File: src/rtl/dfps_pkg.sv
// Shared types, codes and helpers for the dual FIFO priority server.
`timescale 1ns / 1ps

package dfps_pkg;

   localparam logic [1:0] MODE_HIGH = 2'd0;
   localparam logic [1:0] MODE_LOW  = 2'd1;

   localparam logic [2:0] EV_HI_ADMIT  = 3'd0;
   localparam logic [2:0] EV_HI_REFUSE = 3'd1;
   localparam logic [2:0] EV_LO_ADMIT  = 3'd2;
   localparam logic [2:0] EV_LO_REFUSE = 3'd3;
   localparam logic [2:0] EV_HI_SERVE  = 3'd4;
   localparam logic [2:0] EV_LO_SERVE  = 3'd5;
   localparam logic [2:0] EV_IDLE      = 3'd6;

   localparam int NUM_TOTALS = 7;
   localparam logic [2:0] TOT_HI_SERVED  = 3'd0;
   localparam logic [2:0] TOT_LO_SERVED  = 3'd1;
   localparam logic [2:0] TOT_HI_REFUSED = 3'd2;
   localparam logic [2:0] TOT_LO_REFUSED = 3'd3;
   localparam logic [2:0] TOT_HI_WAIT    = 3'd4;
   localparam logic [2:0] TOT_LO_WAIT    = 3'd5;
   localparam logic [2:0] TOT_IDLE       = 3'd6;

   localparam logic [4:0] LIMIT_RESET = 5'd16;

   typedef struct packed {
      logic load;
      logic exec;
   } dfps_cmd_type;

   function automatic logic [31:0] sat_add(input logic [31:0] a, input logic [31:0] b);
      logic [32:0] s;
      s = {1'b0, a} + {1'b0, b};
      return s[32] ? 32'hFFFF_FFFF : s[31:0];
   endfunction

endpackage

File: src/rtl/dual_fifo_priority_server_core.sv
// The result strobe is registered at the end of the execute state that follows the edge
// that accepts a request; the result registers are loaded at the same edge.
// A new request is not accepted while busy; busy is high for the execute state, in which
// the registered head read of each queue memory is consumed and the queues updated.
// The receiver cannot stall; each result is shown for one cycle only.
// Reset (synchronous): queues empty, totals zero, queue limit 16; no clearing pass.
`timescale 1ns / 1ps

module dual_fifo_priority_server_core
   import dfps_pkg::*;
#(
   parameter int QUEUE_DEPTH = 16
)(
   input  logic             clock,
   input  logic             reset,
   input  logic             start,
   output logic             busy,
   input  logic [1:0]       req_mode,
   input  logic [15:0]      req_flight_id,
   input  logic [31:0]      req_now,
   input  logic             csr_write_en,
   input  logic [4:0]       csr_write_data,
   output logic             rsp_strobe,
   output logic [2:0]       rsp_event_kind,
   output logic [15:0]      rsp_served_id,
   output logic [31:0]      rsp_wait_time,
   output logic [4:0]       rsp_high_occupancy,
   output logic [4:0]       rsp_low_occupancy,
   output logic [31:0]      rsp_high_served_total,
   output logic [31:0]      rsp_low_served_total,
   output logic [31:0]      rsp_high_refused_total,
   output logic [31:0]      rsp_low_refused_total,
   output logic [31:0]      rsp_high_wait_total,
   output logic [31:0]      rsp_low_wait_total,
   output logic [31:0]      rsp_idle_total
);

   dfps_cmd_type cmd;

   dfps_ctrl u_ctrl (
      .clock      (clock),
      .reset      (reset),
      .start      (start),
      .busy       (busy),
      .rsp_strobe (rsp_strobe),
      .cmd        (cmd)
   );

   dfps_datapath #(
      .QUEUE_DEPTH (QUEUE_DEPTH)
   ) u_datapath (
      .clock                  (clock),
      .reset                  (reset),
      .cmd                    (cmd),
      .csr_write_en           (csr_write_en),
      .csr_write_data         (csr_write_data),
      .req_mode               (req_mode),
      .req_flight_id          (req_flight_id),
      .req_now                (req_now),
      .rsp_event_kind         (rsp_event_kind),
      .rsp_served_id          (rsp_served_id),
      .rsp_wait_time          (rsp_wait_time),
      .rsp_high_occupancy     (rsp_high_occupancy),
      .rsp_low_occupancy      (rsp_low_occupancy),
      .rsp_high_served_total  (rsp_high_served_total),
      .rsp_low_served_total   (rsp_low_served_total),
      .rsp_high_refused_total (rsp_high_refused_total),
      .rsp_low_refused_total  (rsp_low_refused_total),
      .rsp_high_wait_total    (rsp_high_wait_total),
      .rsp_low_wait_total     (rsp_low_wait_total),
      .rsp_idle_total         (rsp_idle_total)
   );

endmodule

File: src/rtl/dfps_ctrl.sv
// Controller state machine: request acceptance, execute step and result strobe.
`timescale 1ns / 1ps

module dfps_ctrl
   import dfps_pkg::*;
(
   input  logic         clock,
   input  logic         reset,
   input  logic         start,
   output logic         busy,
   output logic         rsp_strobe,
   output dfps_cmd_type cmd
);

   localparam logic ST_IDLE = 1'b0;
   localparam logic ST_EXEC = 1'b1;

   logic state_ff, state_in;
   logic strobe_ff, strobe_in;

   always_comb begin
      cmd.load  = start && (state_ff == ST_IDLE);
      cmd.exec  = (state_ff == ST_EXEC);
      strobe_in = cmd.exec;
      unique case (state_ff)
         ST_IDLE: state_in = start ? ST_EXEC : ST_IDLE;
         ST_EXEC: state_in = ST_IDLE;
         default: state_in = ST_IDLE;
      endcase
   end

   always_ff @(posedge clock) begin
      if (reset) begin
         state_ff  <= ST_IDLE;
         strobe_ff <= 1'b0;
      end else begin
         state_ff  <= state_in;
         strobe_ff <= strobe_in;
      end
   end

   assign busy       = (state_ff == ST_EXEC);
   assign rsp_strobe = strobe_ff;

endmodule

File: src/rtl/dfps_datapath.sv
// Datapath: both queues, limit register, totals and result registers.
`timescale 1ns / 1ps

module dfps_datapath
   import dfps_pkg::*;
#(
   parameter int QUEUE_DEPTH = 16
)(
   input  logic             clock,
   input  logic             reset,
   input  dfps_cmd_type     cmd,
   input  logic             csr_write_en,
   input  logic [4:0]       csr_write_data,
   input  logic [1:0]       req_mode,
   input  logic [15:0]      req_flight_id,
   input  logic [31:0]      req_now,
   output logic [2:0]       rsp_event_kind,
   output logic [15:0]      rsp_served_id,
   output logic [31:0]      rsp_wait_time,
   output logic [4:0]       rsp_high_occupancy,
   output logic [4:0]       rsp_low_occupancy,
   output logic [31:0]      rsp_high_served_total,
   output logic [31:0]      rsp_low_served_total,
   output logic [31:0]      rsp_high_refused_total,
   output logic [31:0]      rsp_low_refused_total,
   output logic [31:0]      rsp_high_wait_total,
   output logic [31:0]      rsp_low_wait_total,
   output logic [31:0]      rsp_idle_total
);

   localparam int CNT_W = $clog2(QUEUE_DEPTH + 1);
   localparam int PTR_W = (QUEUE_DEPTH > 1) ? $clog2(QUEUE_DEPTH) : 1;
   localparam int LIM_W = (CNT_W > 5) ? CNT_W : 5;
   localparam logic [PTR_W-1:0] PTR_LAST = PTR_W'(QUEUE_DEPTH - 1);
   localparam logic [LIM_W-1:0] LIM_MAX  = LIM_W'(QUEUE_DEPTH);

   logic [15:0] high_ids_ff [QUEUE_DEPTH];
   logic [31:0] high_arr_ff [QUEUE_DEPTH];
   logic [15:0] low_ids_ff  [QUEUE_DEPTH];
   logic [31:0] low_arr_ff  [QUEUE_DEPTH];

   logic [15:0] hrd_id_ff, lrd_id_ff;
   logic [31:0] hrd_arr_ff, lrd_arr_ff;

   logic [4:0]       limit_ff;
   logic [1:0]       mode_ff;
   logic [15:0]      id_ff;
   logic [31:0]      now_ff;

   logic [PTR_W-1:0] hhead_ff, hhead_in, htail_ff, htail_in;
   logic [PTR_W-1:0] lhead_ff, lhead_in, ltail_ff, ltail_in;
   logic [CNT_W-1:0] hcnt_ff, hcnt_in, lcnt_ff, lcnt_in;
   logic [31:0]      tot_ff [NUM_TOTALS];
   logic [31:0]      tot_in [NUM_TOTALS];

   logic [2:0]  kind_ff, kind_in;
   logic [15:0] rid_ff, rid_in;
   logic [31:0] wait_ff, wait_in;

   logic [LIM_W-1:0] lim;
   logic             hi_wr, lo_wr;

   always_comb begin
      priority if (limit_ff == 5'd0) begin
         lim = LIM_W'(1);
      end else if (LIM_W'(limit_ff) > LIM_MAX) begin
         lim = LIM_MAX;
      end else begin
         lim = LIM_W'(limit_ff);
      end
   end

   always_comb begin
      hhead_in = hhead_ff;
      htail_in = htail_ff;
      lhead_in = lhead_ff;
      ltail_in = ltail_ff;
      hcnt_in  = hcnt_ff;
      lcnt_in  = lcnt_ff;
      for (int i = 0; i < NUM_TOTALS; i++) tot_in[i] = tot_ff[i];
      kind_in  = EV_IDLE;
      rid_in   = 16'd0;
      wait_in  = 32'd0;
      hi_wr    = 1'b0;
      lo_wr    = 1'b0;
      if (mode_ff == MODE_HIGH) begin
         rid_in = id_ff;
         if (LIM_W'(hcnt_ff) >= lim) begin
            kind_in = EV_HI_REFUSE;
            tot_in[TOT_HI_REFUSED] = sat_add(tot_ff[TOT_HI_REFUSED], 32'd1);
         end else begin
            kind_in  = EV_HI_ADMIT;
            hi_wr    = 1'b1;
            htail_in = (htail_ff == PTR_LAST) ? '0 : htail_ff + PTR_W'(1);
            hcnt_in  = hcnt_ff + CNT_W'(1);
         end
      end else if (mode_ff == MODE_LOW) begin
         rid_in = id_ff;
         if (LIM_W'(lcnt_ff) >= lim) begin
            kind_in = EV_LO_REFUSE;
            tot_in[TOT_LO_REFUSED] = sat_add(tot_ff[TOT_LO_REFUSED], 32'd1);
         end else begin
            kind_in  = EV_LO_ADMIT;
            lo_wr    = 1'b1;
            ltail_in = (ltail_ff == PTR_LAST) ? '0 : ltail_ff + PTR_W'(1);
            lcnt_in  = lcnt_ff + CNT_W'(1);
         end
      end else if (hcnt_ff != '0) begin
         kind_in  = EV_HI_SERVE;
         rid_in   = hrd_id_ff;
         wait_in  = now_ff - hrd_arr_ff;
         hhead_in = (hhead_ff == PTR_LAST) ? '0 : hhead_ff + PTR_W'(1);
         hcnt_in  = hcnt_ff - CNT_W'(1);
         tot_in[TOT_HI_SERVED] = sat_add(tot_ff[TOT_HI_SERVED], 32'd1);
         tot_in[TOT_HI_WAIT]   = sat_add(tot_ff[TOT_HI_WAIT], now_ff - hrd_arr_ff);
      end else if (lcnt_ff != '0) begin
         kind_in  = EV_LO_SERVE;
         rid_in   = lrd_id_ff;
         wait_in  = now_ff - lrd_arr_ff;
         lhead_in = (lhead_ff == PTR_LAST) ? '0 : lhead_ff + PTR_W'(1);
         lcnt_in  = lcnt_ff - CNT_W'(1);
         tot_in[TOT_LO_SERVED] = sat_add(tot_ff[TOT_LO_SERVED], 32'd1);
         tot_in[TOT_LO_WAIT]   = sat_add(tot_ff[TOT_LO_WAIT], now_ff - lrd_arr_ff);
      end else begin
         tot_in[TOT_IDLE] = sat_add(tot_ff[TOT_IDLE], 32'd1);
      end
   end

   // queue storage, head read registered every cycle
   always_ff @(posedge clock) begin
      if (cmd.exec && hi_wr) begin
         high_ids_ff[htail_ff] <= id_ff;
         high_arr_ff[htail_ff] <= now_ff;
      end
      if (cmd.exec && lo_wr) begin
         low_ids_ff[ltail_ff] <= id_ff;
         low_arr_ff[ltail_ff] <= now_ff;
      end
      hrd_id_ff  <= high_ids_ff[hhead_ff];
      hrd_arr_ff <= high_arr_ff[hhead_ff];
      lrd_id_ff  <= low_ids_ff[lhead_ff];
      lrd_arr_ff <= low_arr_ff[lhead_ff];
   end

   always_ff @(posedge clock) begin
      if (cmd.load) begin
         mode_ff <= req_mode;
         id_ff   <= req_flight_id;
         now_ff  <= req_now;
      end
      if (cmd.exec) begin
         kind_ff <= kind_in;
         rid_ff  <= rid_in;
         wait_ff <= wait_in;
      end
   end

   always_ff @(posedge clock) begin
      if (reset) begin
         limit_ff <= LIMIT_RESET;
         hhead_ff <= '0;
         htail_ff <= '0;
         lhead_ff <= '0;
         ltail_ff <= '0;
         hcnt_ff  <= '0;
         lcnt_ff  <= '0;
         for (int i = 0; i < NUM_TOTALS; i++) tot_ff[i] <= 32'd0;
      end else begin
         if (csr_write_en) begin
            limit_ff <= csr_write_data;
         end
         if (cmd.exec) begin
            hhead_ff <= hhead_in;
            htail_ff <= htail_in;
            lhead_ff <= lhead_in;
            ltail_ff <= ltail_in;
            hcnt_ff  <= hcnt_in;
            lcnt_ff  <= lcnt_in;
            for (int i = 0; i < NUM_TOTALS; i++) tot_ff[i] <= tot_in[i];
         end
      end
   end

   assign rsp_event_kind         = kind_ff;
   assign rsp_served_id          = rid_ff;
   assign rsp_wait_time          = wait_ff;
   assign rsp_high_occupancy     = 5'(hcnt_ff);
   assign rsp_low_occupancy      = 5'(lcnt_ff);
   assign rsp_high_served_total  = tot_ff[TOT_HI_SERVED];
   assign rsp_low_served_total   = tot_ff[TOT_LO_SERVED];
   assign rsp_high_refused_total = tot_ff[TOT_HI_REFUSED];
   assign rsp_low_refused_total  = tot_ff[TOT_LO_REFUSED];
   assign rsp_high_wait_total    = tot_ff[TOT_HI_WAIT];
   assign rsp_low_wait_total     = tot_ff[TOT_LO_WAIT];
   assign rsp_idle_total         = tot_ff[TOT_IDLE];

endmodule

File: config.mk
export PLATFORM = sky130hd
export DESIGN_NAME = dual_fifo_priority_server_core
export DESIGN_NICKNAME = d
export VERILOG_FILES = /design/src/rtl/dfps_pkg.sv /design/src/rtl/dual_fifo_priority_server_core.sv /design/src/rtl/dfps_ctrl.sv /design/src/rtl/dfps_datapath.sv
export SDC_FILE = /design/constraint.sdc
export NUM_CORES = 2
export LEC_CHECK = 0
export ABC_CLOCK_PERIOD_IN_PS = 7100
export BUFFER_PORTS_ARGS = -buffer_cell sky130_fd_sc_hd__buf_2
export CAP_MARGIN = 30
export CORE_MARGIN = 2
export CORE_UTILIZATION = 31
export DETAILED_ROUTE_END_ITERATION = 6
export SYNTH_ARGS = -nofsm -noshare
export SYNTH_HDL_FRONTEND = slang
export SYNTH_SLANG_ARGS = --single-unit
File: constraint.sdc
create_clock -name clock -period 7.1 [get_ports clock]
set_input_delay 0.355 -clock clock [delete_from_list [all_inputs] [get_ports clock]]
set_output_delay 0.355 -clock clock [all_outputs]
set_load 0.1 [all_outputs]
**Word-level counts from Yosys, hierarchy flattened**

Memories as Yosys holds them, arrays and structs flattened. A register that Yosys moved wholly into a read port is not among the register bits.
Cells that the tools add are included.

- Add/sub/neg operators: 17
- $lt $le $gt $ge: 3
- Equality and inequality tests: 25
- Multiplexer cells: 71
- Bitwise logic cells: 13
- Reductions and logical operators: 21

Operators by type and width:

| operator | count |
|---|---|
| two-way mux 32 bit | 26 |
| two-way mux 64 bit | 3 |
| adder 32 x 1 -> 33 bit, second input constant | 5 |
| two-way mux 128 bit | 1 |
| two-way mux 96 bit | 1 |
| adder 32 x 32 -> 33 bit | 2 |
| two-way mux 16 bit | 4 |
| subtractor 32 bit | 2 |
| two-way mux 5 bit | 10 |
| AND reduction 4 bit | 5 |
| AND reduction 5 bit | 4 |
| two-way mux 1 bit | 17 |
| adder 4 x 1 -> 4 bit, second input constant | 4 |
| equality test 4 bit, second input constant | 4 |
| two-way mux 4 bit | 4 |
| inequality test 2 bit, second input constant | 7 |
| inequality test 3 bit, second input constant | 4 |
| adder 5 x 1 -> 5 bit, second input constant | 2 |
| >= comparator 5 bit | 2 |
| nonzero test 5 bit | 2 |
| subtractor 5 x 1 -> 5 bit, second input constant | 2 |
| two-way mux 3 bit | 3 |
| inequality test 4 bit, second input constant | 2 |
| bitwise OR 1 bit | 7 |
| other kinds (13) | 27 |

- Register bits after elaboration: 134
- Bits in writable memories: 1760
- Bits of input ports: 59
- Output and inout bits: 287
- Logic and storage cells: 170
- Memories kept: 5

Memories:

| memory | words | width | rd ports | clocked after Yosys merged registers in | wr ports | RTL line | text |
|---|---|---|---|---|---|---|---|
| u_datapath.high_arr_ff | 16 | 32 | 1 | 1 | 1 | dfps_datapath.sv:38 | `logic [31:0] high_arr_ff [QUEUE_DEPTH];` |
| u_datapath.low_arr_ff | 16 | 32 | 1 | 1 | 1 | dfps_datapath.sv:40 | `logic [31:0] low_arr_ff [QUEUE_DEPTH];` |
| u_datapath.high_ids_ff | 16 | 16 | 1 | 1 | 1 | dfps_datapath.sv:37 | `logic [15:0] high_ids_ff [QUEUE_DEPTH];` |
| u_datapath.low_ids_ff | 16 | 16 | 1 | 1 | 1 | dfps_datapath.sv:39 | `logic [15:0] low_ids_ff [QUEUE_DEPTH];` |
| u_datapath.tot_ff | 7 | 32 | 7 | 0 | 7 | dfps_datapath.sv:53 | `logic [31:0] tot_ff [NUM_TOTALS];` |

**Longest topological paths before layout**

- Word-level depth: 10
- Gate-level depth with buffers: 23
- Mapped depth without buffers: 21

**Hierarchy**

Synthesis repeated with hierarchy kept, for this count alone.

- Cell total of the unflattened synthesis: 4618
- Area, all modules: 82710.6 um^2

Modules (own cells, without submodules):

| module | times used | cells each | area an instance (um^2) | seq. area each (um^2) |
|---|---|---|---|---|
| dfps_datapath | 1 | 4612 | 82635.5 | 58426.0 |
| dfps_ctrl | 1 | 6 | 75.1 | 40.0 |

**Least setup slack after synthesis**

No wires, ideal clock.

- Kind: register -> register
- Start point: register u_datapath.hcnt_ff[0] (netlist: u_datapath.rsp_high_occupancy[0])
- End point: memory u_datapath.high_arr_ff[3][0] (enable)
- Setup time: 0.513 ns
- Data arrival time: 6.264 ns
- Required time: 6.587 ns
- Setup slack: 0.323 ns
- Cell stages (with the launch flop): 12
- Path buffers: 1
- Period minus slack after synthesis: 6.777 ns
- Cell sequence: dfxtp_1 inv_1 ha_1 nand2b_1 a21o_1 a21o_1 a21o_1 a21oi_1 and3_1 clkbuf_1 nand2_1 nor3_1

- Longest elaborated chain between the ends: 6

RTL lines:

| what | RTL line | text |
|---|---|---|
| from (decl) | dfps_datapath.sv:52 | `logic [CNT_W-1:0] hcnt_ff, hcnt_in, lcnt_ff, lcnt_in;` |
| from (signal assigned) | dfps_datapath.sv:177 | `hcnt_ff <= hcnt_in;` |
| >= comparator 5 bit | dfps_datapath.sv:88 | `if (LIM_W'(hcnt_ff) >= lim) begin` |
| two-way mux 1 bit | dfps_datapath.sv:88 |  |
| two-way mux 1 bit | dfps_datapath.sv:86 | `if (mode_ff == MODE_HIGH) begin` |
| logical AND 1 bit | dfps_datapath.sv:131 | `if (cmd.exec && hi_wr) begin` |
| two-way mux 1 bit | dfps_datapath.sv:131 |  |
| two-way mux 1 bit (implied by the code) | dfps_datapath.sv:133 | `high_arr_ff[htail_ff] <= now_ff;` |
| to (decl) | dfps_datapath.sv:38 |  |

No other way between the ends.

==> metrics.yaml <==
setup_path:
  path_class: "register to register"
  crit_fanout: 34
  required_ps: 7630
  end_kind: "register"
  startpoint_type: "register"
  worstPathArrival_ps: 7050
synth:
  synth_top_area_cell: "edfxtp_1"
  synth_fp_nets: 4808
  netlist_area_um2: 82500
  syn_area_per_cell_um2: 18.0
  async_flop_share: 0
  synth-seq-cells: 1990
  syn_inst: 4576
  netlist_top_cells_area: "edfxtp_1 68%, mux4_2 13%, dfxtp_1 3.1%, ha_1 2.5%, a21oi_1 2.0%"
  ys_types: 76
  synth_top_flop_cell: "edfxtp_1"
  ys_seq_area_frac: 0.709
  yosysTopAreaCellShare: 0.677
  synth_edf_count: 1861
  yosysWarningCount: 0
grt:
  grt_max_degree: 117
  track_usage: 0.175
  grt-ovfl-total: 0
  antenna_found_initial: 13
  grt_pass1_vias: 45700
  grt_pass1_wl_mm: 341
clocking:
  htreeDepth: 4
  cts_inserted_buffers: 193
  cts_tree: "done"
  numClockSinks: 1990
  clk_pin_slew_ps: 60
  cts.path.max_buffers: 3
  cts_root_buf: "clkbuf_16"
  clock_latency_ps: 880
  postCtsSetupBuffers: 0
die:
  die_y_um: 520
  dieWidth_um: 520
  core-area_um2: 265000
  initial_core_util: 0.311
  rows: 189
  ios: 346
  die-area_um2: 270000
sta:
  setup_slack_ps: 586
  worst_slew_pin_slew_ps: 1070
  fin_crit_ps: 6510
  max_freq_ghz: 0.154
  finalSetupTns_ps: 0
  clock_skew_ps: 106
  maxSlewViolCount: 0
  whs_ps: 212
  timing.final.crit_share: 0.917
  rsz0062_at_grt: "no"
  finalHoldViolations: 0
  slew_headroom: 0.285
  setup_viol: 0
power:
  pwr-share-seq: 0.498
  peakVddDrop_mv: 0.257
  p_leak_nw: 31.7
  p_int_mw: 19.6
  p_per_area_nw_per_um2: 275
  combPwrFrac: 0.110
  p_clk_frac: 0.392
  swShare: 0.264
  p_sw_mw: 7.00
final_layout:
  multi_input_area_um2: 23100
  stdcell_area_um2: 96700
  nFillCells: 24600
  nets: 5346
  stdcell_count: 8824
  drive_gt1_frac: 0.250
  syn2layout_area_growth_pct: 17.2
  regArea_um2: 58500
route:
  drtAntennaViolNets: 0
  drt_pre_antenna_iters: 5
  drc_errors: 0
  wirelength_mm: 243
  initialDrtViolationCount: 5234
  avgRoutedWirePerCell_um: 27.5
  vias: 46100
  viasPerCell: 5.23
placement:
  pre_cts_ws_ps: 733
  portBuffers: 345
  gp_routability_congestion: 0.935
  placedCellCount: 8381
  placed_cell_area_um2: 89300
  dp_hpwl_mm: 150
job:
  maxCapViolCount: 0
status:
  status: "completed"
min_path:
  hp-class: "input pin to register"
-- logic make-up after synthesis --
group / share of synthesized area
AOI/OAI and AO/OA: 0.0520
xor gates and xnor gates: 0.0264
adders and majority gates: 0.0268
buffers and inverters: 0.0147
DFF: 0.709
muxes: 0.133
and+or+nand+nor: 0.0386
-- power groups by stage --
stage | sequential, mW | combinational (mW) | clock (mW)
2_1_floorplan | 14.2 | 1.26 | 0
5_1_grt | 13.2 | 3.09 | 11.1
3_3_place_gp | 13.5 | 2.82 | 0
3_5_place_dp | 13.5 | 2.85 | 0
6_report | 13.2 | 2.93 | 10.4
4_1_cts | 13.3 | 2.89 | 10.6
-- cell usage after synthesis, types with 5 or more instances --
master,count
ha_1,167
a21boi_0,7
a21oi_1,332
clkbuf_1,153
or2_2,5
inv_1,110
nor2_1,178
nor2b_1,13
a21o_1,72
o21bai_1,12
and3_1,47
dfxtp_1,129
and4_1,13
o211ai_1,9
nand2_1,180
nand2b_1,19
o22ai_1,5
buf_2,7
buf_1,30
mux2i_1,14
nand3_1,92
or3_1,11
o21a_1,26
nor3b_1,5
a31oi_1,24
a22oi_1,21
o31a_1,6
a31o_2,7
a22o_1,27
and2_1,9
nand4_1,41
nor3_1,39
xor2_1,123
fa_1,6
mux4_2,480
o211a_1,8
a211oi_1,18
or4_1,5
o21ai_0,71
edfxtp_1,1861
xnor2_1,126
-- layout by cell type, fill, tap and decap left out, drive strengths merged, types with 73 or more instances in the layout --
master  instances
edfxtp       1861
mux4          480
buf           476
a21oi         334
clkbuf        260
nand2         180
nor2          178
ha            167
dfxtp         129
xnor2         126
xor2          123
inv           115
nand3          92
clkinv         77
o21ai          75
a21o           73
-- routing by layer --
| metal | vias up | GRT usage | wire [um] |
|---|---|---|---|
| met1 | 24400 | 0.239 | 101000 |
| met4 | 4 | 0.0544 | 7120 |
| met3 | 251 | 0.0333 | 18800 |
| met2 | 1924 | 0.283 | 115000 |
| met5 | - | 0 | 27 |
| li1 | 19500 | - | - |
-- worst max-delay path, stage by stage, from the launching register on --
cell and delay, ps:
edfxtp_1 1030, ha_1 420, nand2_1 120, o21ai_0 160, or3_1 360, o21ai_2 280, o21ai_1 200, a221o_1 360
a211oi_1 300, xnor2_1 280, ha_1 320, a21oi_1 210, nand2b_1 120, a2111oi_0 620, a211o_1 200, a31o_2 200
o21a_4 160, o221ai_2 120, a21oi_4 190, buf_4 380, a21oi_1 130
-- final cells by class --
type	instances	share of cell area
inverter	112	0.00435
sequential	1990	0.605
multi-input combinational	2278	0.239
clock buffer	259	0.0542
timing repair buffer	539	0.0385
antenna	8	0.000207
clock inverter	105	0.0129
tap	3533	0.0457
-- per-stage QoR --
stage | util | total power [mW]
floorplan | - | 15.5
global placement | 0.337 | 16.3
detailed placement | 0.337 | 16.4
CTS | 0.364 | 26.8
global route | 0.365 | 27.4
finish | 0.365 | 26.6
-- worst paths after layout --
| check | start | endpoint | slack (ps) | cells past startpoint |
|---|---|---|---|---|
| setup reg to reg | u_datapath.now_ff[7] | u_datapath.tot_ff[2][40] | 590 | 20 |
| hold / removal | req_flight_id[12] | u_datapath.id_ff[12] | 210 | 2 |
| hold reg to reg | u_datapath.rsp_low_occupancy[2] | u_datapath.rsp_low_occupancy[2] | 580 | 2 |
| setup / recovery | u_datapath.now_ff[7] | u_datapath.tot_ff[2][40] | 590 | 20 |
-- flip-flops by register name, summed over array words and instances, names as in the netlist, 16 cells and up --
name,flops
u_datapath.now_ff,32
u_datapath.lrd_arr_ff,32
u_datapath.rsp_wait_time,32
u_datapath.hrd_id_ff,16
u_datapath.hrd_arr_ff,32
u_datapath.tot_ff,224
u_datapath.rsp_served_id,16
u_datapath.lrd_id_ff,16
u_datapath.id_ff,16
u_datapath.high_arr_ff,512
u_datapath.low_arr_ff,512
u_datapath.high_ids_ff,256
u_datapath.low_ids_ff,256
-- repair_timing --
| item | in CTS | in global routing |
|---|---|---|
| hold endpoints to repair | 57 | 0 |
| hold buffers | 62 | 0 |
| resized for setup | 0 | 0 |
No activity file was read; power rests on OpenSTA's default activity.
